===== config.mk =====
export PLATFORM = sky130hd
export DESIGN_NAME = tlv_area_locator
export DESIGN_NICKNAME = d
export VERILOG_FILES = /design/src/rtl/core/tal_pkg.sv /design/src/rtl/core/tal_regs.sv /design/src/rtl/core/tal_ctrl.sv /design/src/rtl/core/tal_dp.sv /design/src/rtl/core/tlv_area_locator.sv
export SDC_FILE = /design/constraint.sdc
export NUM_CORES = 2
export LEC_CHECK = 0
export ABC_AREA = 0
export BUFFER_PORTS_ARGS = -buffer_cell sky130_fd_sc_hd__buf_2
export CORE_UTILIZATION = 39
export DETAILED_ROUTE_END_ITERATION = 6
export GPL_TIMING_DRIVEN = 0
export PLACE_DENSITY = 0.66
export SYNTH_ARGS = -nofsm -noshare
export SYNTH_HDL_FRONTEND = slang
export SYNTH_SLANG_ARGS = --single-unit
export TNS_END_PERCENT = 50

===== constraint.sdc =====
create_clock -name clk -period 14.9 [get_ports clk]
set_input_delay 1.49 -clock clk [delete_from_list [all_inputs] [get_ports clk]]
set_output_delay 1.49 -clock clk [all_outputs]
set_load 0.01 [all_outputs]

===== src/rtl/core/tal_pkg.sv =====
// ---------------------------------------------------------------------------
// tal_pkg
// types, register map and helpers shared by the tlv area locator modules
// ---------------------------------------------------------------------------
package tal_pkg;

	localparam int PADDR_W = 5;
	localparam int PDATA_W = 32;
	localparam int OUT_W   = 13;
	localparam int CFG_W   = 14;
	localparam int SUM_W   = 15;
	localparam int LEN_W   = 32;
	localparam int NEXT_W  = 34;

	localparam logic [2:0] REG_AREA_START  = 3'd0;
	localparam logic [2:0] REG_AREA_SIZE   = 3'd1;
	localparam logic [2:0] REG_TAG_WIDTH   = 3'd2;
	localparam logic [2:0] REG_LEN_WIDTH   = 3'd3;
	localparam logic [2:0] REG_BIG_ENDIAN  = 3'd4;

	localparam logic [1:0] WCODE_ONE = 2'd0;
	localparam logic [1:0] WCODE_TWO = 2'd1;

	typedef struct packed {
		logic [7:0] data_byte;
		logic       last_byte;
	} in_item_t;

	typedef struct packed {
		logic             found;
		logic [OUT_W-1:0] tlv_start;
		logic [OUT_W-1:0] tlv_size;
	} out_item_t;

	typedef struct packed {
		logic signed [CFG_W-1:0] area_start;
		logic signed [CFG_W-1:0] area_size;
		logic [1:0]              tag_width_code;
		logic [1:0]              length_width_code;
		logic                    big_endian;
	} cfg_t;

	typedef enum logic [3:0] {
		ST_LOAD,
		ST_DECIDE,
		ST_SCAN,
		ST_HDR,
		ST_RD,
		ST_ACC,
		ST_STEP,
		ST_END,
		ST_EMIT
	} tal_state_t;

	typedef struct packed {
		logic load_en;
		logic set_fixed;
		logic set_none;
		logic start_first;
		logic init_auto;
		logic scan_first;
		logic clr_len;
		logic acc;
		logic advance;
		logic done_auto;
		logic done_start;
		logic finish_auto;
		logic load_out;
	} tal_cmd_t;

	typedef struct packed {
		logic last_acc;
		logic mode_fixed;
		logic mode_start;
		logic start_fits;
		logic hdr_fits;
		logic last_len_byte;
		logic next_fits;
		logic scan_more;
		logic out_free;
	} tal_stat_t;

	// field width in bytes
	function automatic logic [2:0] width_of(input logic [1:0] code);
		logic [2:0] w;
		case (code)
			WCODE_ONE: w = 3'd1;
			WCODE_TWO: w = 3'd2;
			default:   w = 3'd4;
		endcase
		return w;
	endfunction

	// field width in bytes minus one
	function automatic logic [1:0] width_m1(input logic [1:0] code);
		logic [1:0] w;
		case (code)
			WCODE_ONE: w = 2'd0;
			WCODE_TWO: w = 2'd1;
			default:   w = 2'd3;
		endcase
		return w;
	endfunction

endpackage


===== src/rtl/core/tal_regs.sv =====
// ---------------------------------------------------------------------------
// tal_regs
// apb configuration registers of the tlv area locator
// ---------------------------------------------------------------------------
module tal_regs (
	input  logic                          clk,
	input  logic                          arst_n,
	input  logic                          psel,
	input  logic                          penable,
	input  logic                          pwrite,
	input  logic [tal_pkg::PADDR_W-1:0]   paddr,
	input  logic [tal_pkg::PDATA_W-1:0]   pwdata,
	output logic [tal_pkg::PDATA_W-1:0]   prdata,
	output logic                          pready,
	output tal_pkg::cfg_t                 cfg
);
	import tal_pkg::*;

	cfg_t       cfg_q;
	logic       wr_en;
	logic [2:0] reg_idx;

	assign pready  = 1'b1;
	assign wr_en   = psel & penable & pwrite;
	assign reg_idx = paddr[4:2];
	assign cfg     = cfg_q;

	always_ff @(posedge clk or negedge arst_n) begin
		if (!arst_n) begin
			cfg_q.area_start        <= '1;
			cfg_q.area_size         <= '1;
			cfg_q.tag_width_code    <= WCODE_ONE;
			cfg_q.length_width_code <= WCODE_ONE;
			cfg_q.big_endian        <= 1'b1;
		end else if (wr_en) begin
			case (reg_idx)
				REG_AREA_START: cfg_q.area_start        <= pwdata[CFG_W-1:0];
				REG_AREA_SIZE:  cfg_q.area_size         <= pwdata[CFG_W-1:0];
				REG_TAG_WIDTH:  cfg_q.tag_width_code    <= pwdata[1:0];
				REG_LEN_WIDTH:  cfg_q.length_width_code <= pwdata[1:0];
				REG_BIG_ENDIAN: cfg_q.big_endian        <= pwdata[0];
				default: ;
			endcase
		end
	end

	always_comb begin
		case (reg_idx)
			REG_AREA_START: prdata = PDATA_W'(cfg_q.area_start);
			REG_AREA_SIZE:  prdata = PDATA_W'(cfg_q.area_size);
			REG_TAG_WIDTH:  prdata = PDATA_W'(cfg_q.tag_width_code);
			REG_LEN_WIDTH:  prdata = PDATA_W'(cfg_q.length_width_code);
			REG_BIG_ENDIAN: prdata = PDATA_W'(cfg_q.big_endian);
			default:        prdata = '0;
		endcase
	end

endmodule


===== src/rtl/core/tal_ctrl.sv =====
// ---------------------------------------------------------------------------
// tal_ctrl
// sequencer for loading, chain walking and result hand-off
// ---------------------------------------------------------------------------
module tal_ctrl (
	input  logic               clk,
	input  logic               arst_n,
	input  tal_pkg::tal_stat_t stat,
	output tal_pkg::tal_cmd_t  cmd
);
	import tal_pkg::*;

	tal_state_t state_q;
	tal_state_t state_nx;

	always_ff @(posedge clk or negedge arst_n) begin
		if (!arst_n) begin
			state_q <= ST_LOAD;
		end else begin
			state_q <= state_nx;
		end
	end

	always_comb begin
		state_nx = state_q;
		case (state_q)
			ST_LOAD: begin
				if (stat.last_acc) state_nx = ST_DECIDE;
			end
			ST_DECIDE: begin
				if (stat.mode_fixed) begin
					state_nx = ST_EMIT;
				end else if (stat.mode_start) begin
					state_nx = stat.start_fits ? ST_HDR : ST_EMIT;
				end else begin
					state_nx = ST_SCAN;
				end
			end
			ST_SCAN: state_nx = stat.scan_more ? ST_HDR : ST_EMIT;
			ST_HDR:  state_nx = stat.hdr_fits ? ST_RD : ST_END;
			ST_RD:   state_nx = ST_ACC;
			ST_ACC:  state_nx = stat.last_len_byte ? ST_STEP : ST_RD;
			ST_STEP: state_nx = stat.next_fits ? ST_HDR : ST_END;
			ST_END: begin
				if (stat.mode_fixed || stat.mode_start) begin
					state_nx = ST_EMIT;
				end else begin
					state_nx = ST_SCAN;
				end
			end
			ST_EMIT: begin
				if (stat.out_free) state_nx = ST_LOAD;
			end
			default: state_nx = ST_LOAD;
		endcase
	end

	always_comb begin
		cmd = '0;
		case (state_q)
			ST_LOAD: cmd.load_en = 1'b1;
			ST_DECIDE: begin
				if (stat.mode_fixed) begin
					cmd.set_fixed = 1'b1;
				end else if (stat.mode_start) begin
					cmd.start_first = stat.start_fits;
					cmd.set_none    = ~stat.start_fits;
				end else begin
					cmd.init_auto = 1'b1;
				end
			end
			ST_SCAN: begin
				cmd.scan_first  = stat.scan_more;
				cmd.finish_auto = ~stat.scan_more;
			end
			ST_HDR:  cmd.clr_len = 1'b1;
			ST_RD: ;
			ST_ACC:  cmd.acc = 1'b1;
			ST_STEP: cmd.advance = stat.next_fits;
			ST_END: begin
				if (stat.mode_fixed || stat.mode_start) begin
					cmd.done_start = 1'b1;
				end else begin
					cmd.done_auto = 1'b1;
				end
			end
			ST_EMIT: cmd.load_out = stat.out_free;
			default: ;
		endcase
	end

endmodule


===== src/rtl/core/tal_dp.sv =====
// ---------------------------------------------------------------------------
// tal_dp
// byte store, chain walk registers and output register
// ---------------------------------------------------------------------------
module tal_dp #(
	parameter int MAX_BYTES = 256
) (
	input  logic               clk,
	input  logic               arst_n,
	input  tal_pkg::cfg_t      cfg,
	input  logic               in_valid,
	input  tal_pkg::in_item_t  in_data,
	input  logic               out_stall,
	input  tal_pkg::tal_cmd_t  cmd,
	output tal_pkg::tal_stat_t stat,
	output logic               out_valid,
	output tal_pkg::out_item_t out_data
);
	import tal_pkg::*;

	localparam int ADDR_W = $clog2(MAX_BYTES);
	localparam int CNT_W  = $clog2(MAX_BYTES + 1);

	logic [7:0]        mem [MAX_BYTES];
	logic [7:0]        rd_data_q;

	logic [CNT_W-1:0]  cnt_q;
	logic [CNT_W-1:0]  total_q;
	logic [CNT_W-1:0]  pos_q;
	logic [CNT_W-1:0]  first_q;
	logic [CNT_W-1:0]  scan_q;
	logic [CNT_W-1:0]  best_st_q;
	logic [CNT_W-1:0]  best_sz_q;
	logic [LEN_W-1:0]  len_q;
	logic [1:0]        idx_q;
	out_item_t         res_q;
	out_item_t         out_q;
	logic              out_valid_q;

	logic              in_acc;
	logic              room;
	logic [2:0]        tw;
	logic [2:0]        lw;
	logic [3:0]        hdr;
	logic [1:0]        off;
	logic [CNT_W-1:0]  rd_addr_full;
	logic [ADDR_W-1:0] rd_addr;
	logic [NEXT_W-1:0] hdr_end;
	logic [NEXT_W-1:0] next_end;
	logic [CNT_W-1:0]  chain_len;
	logic [OUT_W-1:0]  start_u;
	logic [OUT_W-1:0]  size_u;
	logic              fixed_fits;

	assign in_acc = in_valid & cmd.load_en;
	assign room   = cnt_q < CNT_W'(MAX_BYTES);
	assign tw     = width_of(cfg.tag_width_code);
	assign lw     = width_of(cfg.length_width_code);
	assign hdr    = {1'b0, tw} + {1'b0, lw};
	assign off    = cfg.big_endian ? idx_q : (width_m1(cfg.length_width_code) - idx_q);

	assign rd_addr_full = pos_q + CNT_W'(tw) + CNT_W'(off);
	assign rd_addr      = rd_addr_full[ADDR_W-1:0];

	assign hdr_end   = NEXT_W'(pos_q) + NEXT_W'(hdr);
	assign next_end  = hdr_end + NEXT_W'(len_q);
	assign chain_len = pos_q - first_q;

	assign start_u    = cfg.area_start[OUT_W-1:0];
	assign size_u     = cfg.area_size[OUT_W-1:0];
	assign fixed_fits = (SUM_W'(start_u) + SUM_W'(size_u)) <= SUM_W'(total_q);

	always_comb begin
		stat.last_acc      = in_acc & in_data.last_byte;
		stat.mode_fixed    = ~cfg.area_start[CFG_W-1] & ~cfg.area_size[CFG_W-1];
		stat.mode_start    = ~cfg.area_start[CFG_W-1] & cfg.area_size[CFG_W-1];
		stat.start_fits    = SUM_W'(start_u) <= SUM_W'(total_q);
		stat.hdr_fits      = hdr_end <= NEXT_W'(total_q);
		stat.last_len_byte = idx_q == width_m1(cfg.length_width_code);
		stat.next_fits     = next_end <= NEXT_W'(total_q);
		stat.scan_more     = scan_q < (total_q - best_sz_q);
		stat.out_free      = ~out_valid_q | ~out_stall;
	end

	// byte store
	always_ff @(posedge clk) begin
		if (in_acc && room) begin
			mem[cnt_q[ADDR_W-1:0]] <= in_data.data_byte;
		end
		rd_data_q <= mem[rd_addr];
	end

	always_ff @(posedge clk or negedge arst_n) begin
		if (!arst_n) begin
			cnt_q       <= '0;
			out_valid_q <= 1'b0;
		end else begin
			if (in_acc) begin
				if (in_data.last_byte) begin
					cnt_q <= '0;
				end else if (room) begin
					cnt_q <= cnt_q + 1'b1;
				end
			end
			if (cmd.load_out) begin
				out_valid_q <= 1'b1;
			end else if (out_valid_q && !out_stall) begin
				out_valid_q <= 1'b0;
			end
		end
	end

	always_ff @(posedge clk) begin
		if (in_acc && in_data.last_byte) begin
			total_q <= room ? cnt_q + 1'b1 : cnt_q;
		end
		if (cmd.set_fixed) begin
			if (fixed_fits) begin
				res_q <= '{found: 1'b1, tlv_start: start_u, tlv_size: size_u};
			end else begin
				res_q <= '0;
			end
		end
		if (cmd.set_none) begin
			res_q <= '0;
		end
		if (cmd.start_first) begin
			pos_q   <= CNT_W'(start_u);
			first_q <= CNT_W'(start_u);
		end
		if (cmd.init_auto) begin
			best_st_q <= '0;
			best_sz_q <= '0;
			scan_q    <= '0;
		end
		if (cmd.scan_first) begin
			pos_q   <= scan_q;
			first_q <= scan_q;
		end
		if (cmd.clr_len) begin
			len_q <= '0;
			idx_q <= '0;
		end
		if (cmd.acc) begin
			len_q <= {len_q[LEN_W-9:0], rd_data_q};
			idx_q <= idx_q + 1'b1;
		end
		if (cmd.advance) begin
			pos_q <= next_end[CNT_W-1:0];
		end
		if (cmd.done_auto) begin
			if (chain_len > best_sz_q) begin
				best_st_q <= first_q;
				best_sz_q <= chain_len;
			end
			scan_q <= scan_q + 1'b1;
		end
		if (cmd.done_start) begin
			res_q <= '{found: 1'b1, tlv_start: OUT_W'(first_q), tlv_size: OUT_W'(chain_len)};
		end
		if (cmd.finish_auto) begin
			res_q.found     <= best_sz_q != '0;
			res_q.tlv_start <= (best_sz_q != '0) ? OUT_W'(best_st_q) : '0;
			res_q.tlv_size  <= OUT_W'(best_sz_q);
		end
		if (cmd.load_out) begin
			out_q <= res_q;
		end
	end

	assign out_valid = out_valid_q;
	assign out_data  = out_q;

endmodule


===== src/rtl/core/tlv_area_locator.sv =====
// ---------------------------------------------------------------------------
// tlv_area_locator
// loads a data area byte by byte and locates the tlv area inside it
// ---------------------------------------------------------------------------
//  channel  | direction | handshake            | payload
//  in       | input     | in_valid / in_stall   | in_data  (data_byte, last_byte)
//  out      | output    | out_valid / out_stall | out_data (found, tlv_start, tlv_size)
//  apb      | input     | psel, penable, pready | paddr, pwdata, prdata
//
// bytes load at one per cycle into the byte store; after the last byte the
// input is stalled while the result is worked out, then reopens
// fixed area: decide, then emit; each tlv element walked: header check, a
// read and an accumulate state per length byte via the single read port of
// the byte store, then a step; auto search adds scan and end states per start tried
// a pending result waits in the output register while the next area loads
// ---------------------------------------------------------------------------
module tlv_area_locator #(
	parameter int MAX_BYTES = 256
) (
	input  logic                          clk,
	input  logic                          arst_n,
	input  logic                          psel,
	input  logic                          penable,
	input  logic                          pwrite,
	input  logic [tal_pkg::PADDR_W-1:0]   paddr,
	input  logic [tal_pkg::PDATA_W-1:0]   pwdata,
	output logic [tal_pkg::PDATA_W-1:0]   prdata,
	output logic                          pready,
	input  logic                          in_valid,
	output logic                          in_stall,
	input  tal_pkg::in_item_t             in_data,
	output logic                          out_valid,
	input  logic                          out_stall,
	output tal_pkg::out_item_t            out_data
);
	import tal_pkg::*;

	cfg_t      cfg;
	tal_cmd_t  cmd;
	tal_stat_t stat;

	assign in_stall = ~cmd.load_en;

	tal_regs u_regs (
		.clk     (clk),
		.arst_n  (arst_n),
		.psel    (psel),
		.penable (penable),
		.pwrite  (pwrite),
		.paddr   (paddr),
		.pwdata  (pwdata),
		.prdata  (prdata),
		.pready  (pready),
		.cfg     (cfg)
	);

	tal_ctrl u_ctrl (
		.clk    (clk),
		.arst_n (arst_n),
		.stat   (stat),
		.cmd    (cmd)
	);

	tal_dp #(
		.MAX_BYTES (MAX_BYTES)
	) u_dp (
		.clk       (clk),
		.arst_n    (arst_n),
		.cfg       (cfg),
		.in_valid  (in_valid),
		.in_data   (in_data),
		.out_stall (out_stall),
		.cmd       (cmd),
		.stat      (stat),
		.out_valid (out_valid),
		.out_data  (out_data)
	);

endmodule


==> impl_results.md <==
- Initial antenna violation count: 18
- Unrepaired setup endpoints after global routing: no
- Worst EP required: 15.53 ns
- Final Cycle Share: 53.9%
- DR WL/cell: 36.2 µm
- CTS tree: done
- Vias in the first global route: 47700
- Yosys warns: 0
- Top cell type's share of synthesized area: 71.3%
- Synth top cells by count: 2168 x edfxtp_1, 644 x mux4_2, 347 x nor2_1, 176 x nand2_1, 127 x clkbuf_1
- Vias: 50200
- Number of hold buffers added after CTS: 0
- Critical Path End Type: flip-flop
- Crit-path cells: nor2_1, ha_1, xnor2_1, nor2_1, xnor2_1, fa_1, inv_1, ha_1, fa_1, clkbuf_1, clkbuf_2, clkbuf_1, nand3_1, o211ai_1, nor3_1, a211oi_1, o21ai_1, a221oi_1
- Largest net degree at the start of global routing: 173
- Hold_ws: 0.416 ns
- Reg clk slew, reported paths: 0.06 ns
- Critical path's slowest cell: clkbuf_1
- Setup_tns: 0 ns
- First-pass GRT wire length: about 400000 µm
- Reg2reg setup slack: between 6 and 7 ns
- Initial DRC Count: 8450
- CTS Buf Count: 213
- Slew margin rel.: -17.4%
- H-tree depth: 4
- Clock skew: between 0.1 and 0.15 ns
- First-pass iteration count of the detailed router: 7
- Post-route DRC violation count: 48
- Fin. max-slew vios: 60
- Worst path bufs/invs: 4
- CP Launch Type: flip-flop
- Grt ovf: 0
- Num rows: 177
- Routed wl met3: 39600 µm
- Max-cap viol count: 6
- Core ar.: about 230000 µm²
- Violated checks: DRC, capacitance limit, slew limit
- Outcome: finished with violations
- Initial Utilization: 39.2%
- M1 WL: ~110000 µm
- Layout cells sized above 1: 26.3%
- DP Wirelength: 190000 µm
- HP Start: u_dp.res_q[14]
- Actual slew at the worst max-slew pin: 1.76 ns
- Largest area contributor in the netlist: edfxtp_1
- CP arrival: between 8 and 9 ns
- Netlist Area Pre-Place: a little over 90000 µm²
- Clk buf depth: 3
- Die area: 236000 µm²
- Post-Syn Area per Cell: 20.1 µm²
- Sequential area share after synthesis: 73.3%
- Setup Viol. Count Final: 0
- Fraction of registers with async set/reset: 2.09%
- Worst-Skew Late Latency: 0.91 ns
- Syn Inst Count: 4536
- Die Y: 486 µm
- Port buffer count: 91
- R2r worst-path depth: 18
- Top Ports: 115
- Nets: 5035
- RePlAce Congestion: 0.956
- Largest cells by area after synthesis: edfxtp_1 71%, mux4_2 16%, ha_1 1.5%
- Routed Antenna Nets: 0
- Reg-to-reg endpoint: u_dp.rd_data_q[1]
- Origin of the critical flop-to-flop path: u_regs.cfg[2]
- Hold Crit Class: flip-flop to flip-flop
- Total track usage: about 25%
- Clk Tree Root Cell: clkbuf_16
- WL met2: between 100000 and 150000 µm
- Max FO, Critical Path: 10
- Cells on Worst Hold Path: 0
- Distinct cells, synth: 81
- Top FF cell, synth: edfxtp_1
- Worst Slack Setup Final: about 6.9 ns
- DR top layer: met5
- Post_cts resized: 0
- Worst stage delay on the critical path: 1.13 ns
- Layout area overhead: 13.1%
- Place WS: 7.24 ns
- # clock sinks: 2245
- Hold EP: u_dp.out_data[14]
- Placed cell areas: 96300 µm²
- Number of synthesized flops with an enable pin: around 2200
- Fin crit period: roughly 8 ns
- Seq cells post-synth: 2245
- Final Hold Violating Endpoints: 0
- Fill count: between 15000 and 20000
- Die extent in x: 486 µm
- Wirelength, routed: 296000 µm
- Fmax: 0.125 GHz
- Critical path class: flip-flop to flip-flop
- Via/cell ratio: 6.13
- Postcts setup bufs: 0
- Crit-path leading delay family: buffers and inverters
- Most frequent cell after synthesis: edfxtp_1
- Final instance area: 103000 µm²
- Syn nets: 4706
-- metal layers --
layer  track usage, %  up-vias
met5                0        -
met4             14.1       14
met3             8.02      775
met2             37.0     3922
met1             32.2    26300
li1                 -    19200
-- stage by stage --
stage                     instances  utilization (%)
after floorplan                4536                -
after global placement         7759             41.1
after detailed placement       7782             41.4
after CTS                      8177             44.4
after global routing           8177             44.4
final                          8188             44.4
-- cell type report --
type,instances,area (µm²),share of cell area (%)
diodes,11,27.5,0.0266
plain buffers,259,1310,1.27
clock buffers,270,5660,5.48
clock inverters,125,1310,1.27
inverters,85,319,0.309
multi-input cells,1947,22900,22.1
flip-flops and latches,2245,66900,64.8
well taps,3132,3920,3.79
repair buffers,114,963,0.933
-- cells by family (layout without fill, tap and decap cells) --
| logic type | Yosys count | in the layout | synth area share [%] |
|---|---|---|---|
| muxes | 723 | 723 | 16.9 |
| AOI/OAI and AO/OA | 258 | 258 | 1.86 |
| other | 1 | 12 | 0.00411 |
| adders and majority gates | 117 | 117 | 1.69 |
| buffers and inverters | 344 | 853 | 1.71 |
| DFF | 2245 | 2245 | 73.3 |
| and+or+nand+nor | 775 | 775 | 3.87 |
| xor gates and xnor gates | 73 | 73 | 0.721 |
-- flip-flops by register name, summed over array words and instances (netlist names), 27 cells and up --
signal / count
u_dp.res_q: 27
u_dp.mem: 2048
u_dp.len_q: 32
u_dp.out_data: 27
u_regs.cfg: 33
-- placed cells by master (no fill, tap or decap), types with 67 or more instances in the layout --
cell type	synthesis	layout
nor2_1	347	347
ha_1	106	106
inv_1	85	85
mux4_2	644	644
buf_2	70	163
nand3_1	67	67
edfxtp_1	2168	2168
clkbuf_1	127	131
clkbuf_16	0	217
nand2_1	176	176
-- how the worst max path moves through the flow --
stage	cells after the start	end	startpoint	slack, ns
2_1_floorplan	25	u_dp.pos_q[0]	u_regs.cfg[4]	8.92
3_3_place_gp	18	u_dp.rd_data_q[1]	u_regs.cfg[2]	6.16
3_5_place_dp	16	u_dp.rd_data_q[1]	u_regs.cfg[2]	7.24
4_1_cts	16	u_dp.rd_data_q[1]	u_regs.cfg[2]	7.17
5_1_grt	26	u_dp.pos_q[6]	u_regs.cfg[4]	6.97
6_report	18	u_dp.rd_data_q[1]	u_regs.cfg[2]	6.87
Power is not shown: default switching activity piles up to over one toggle a cycle in this logic, so the estimate is an artifact.
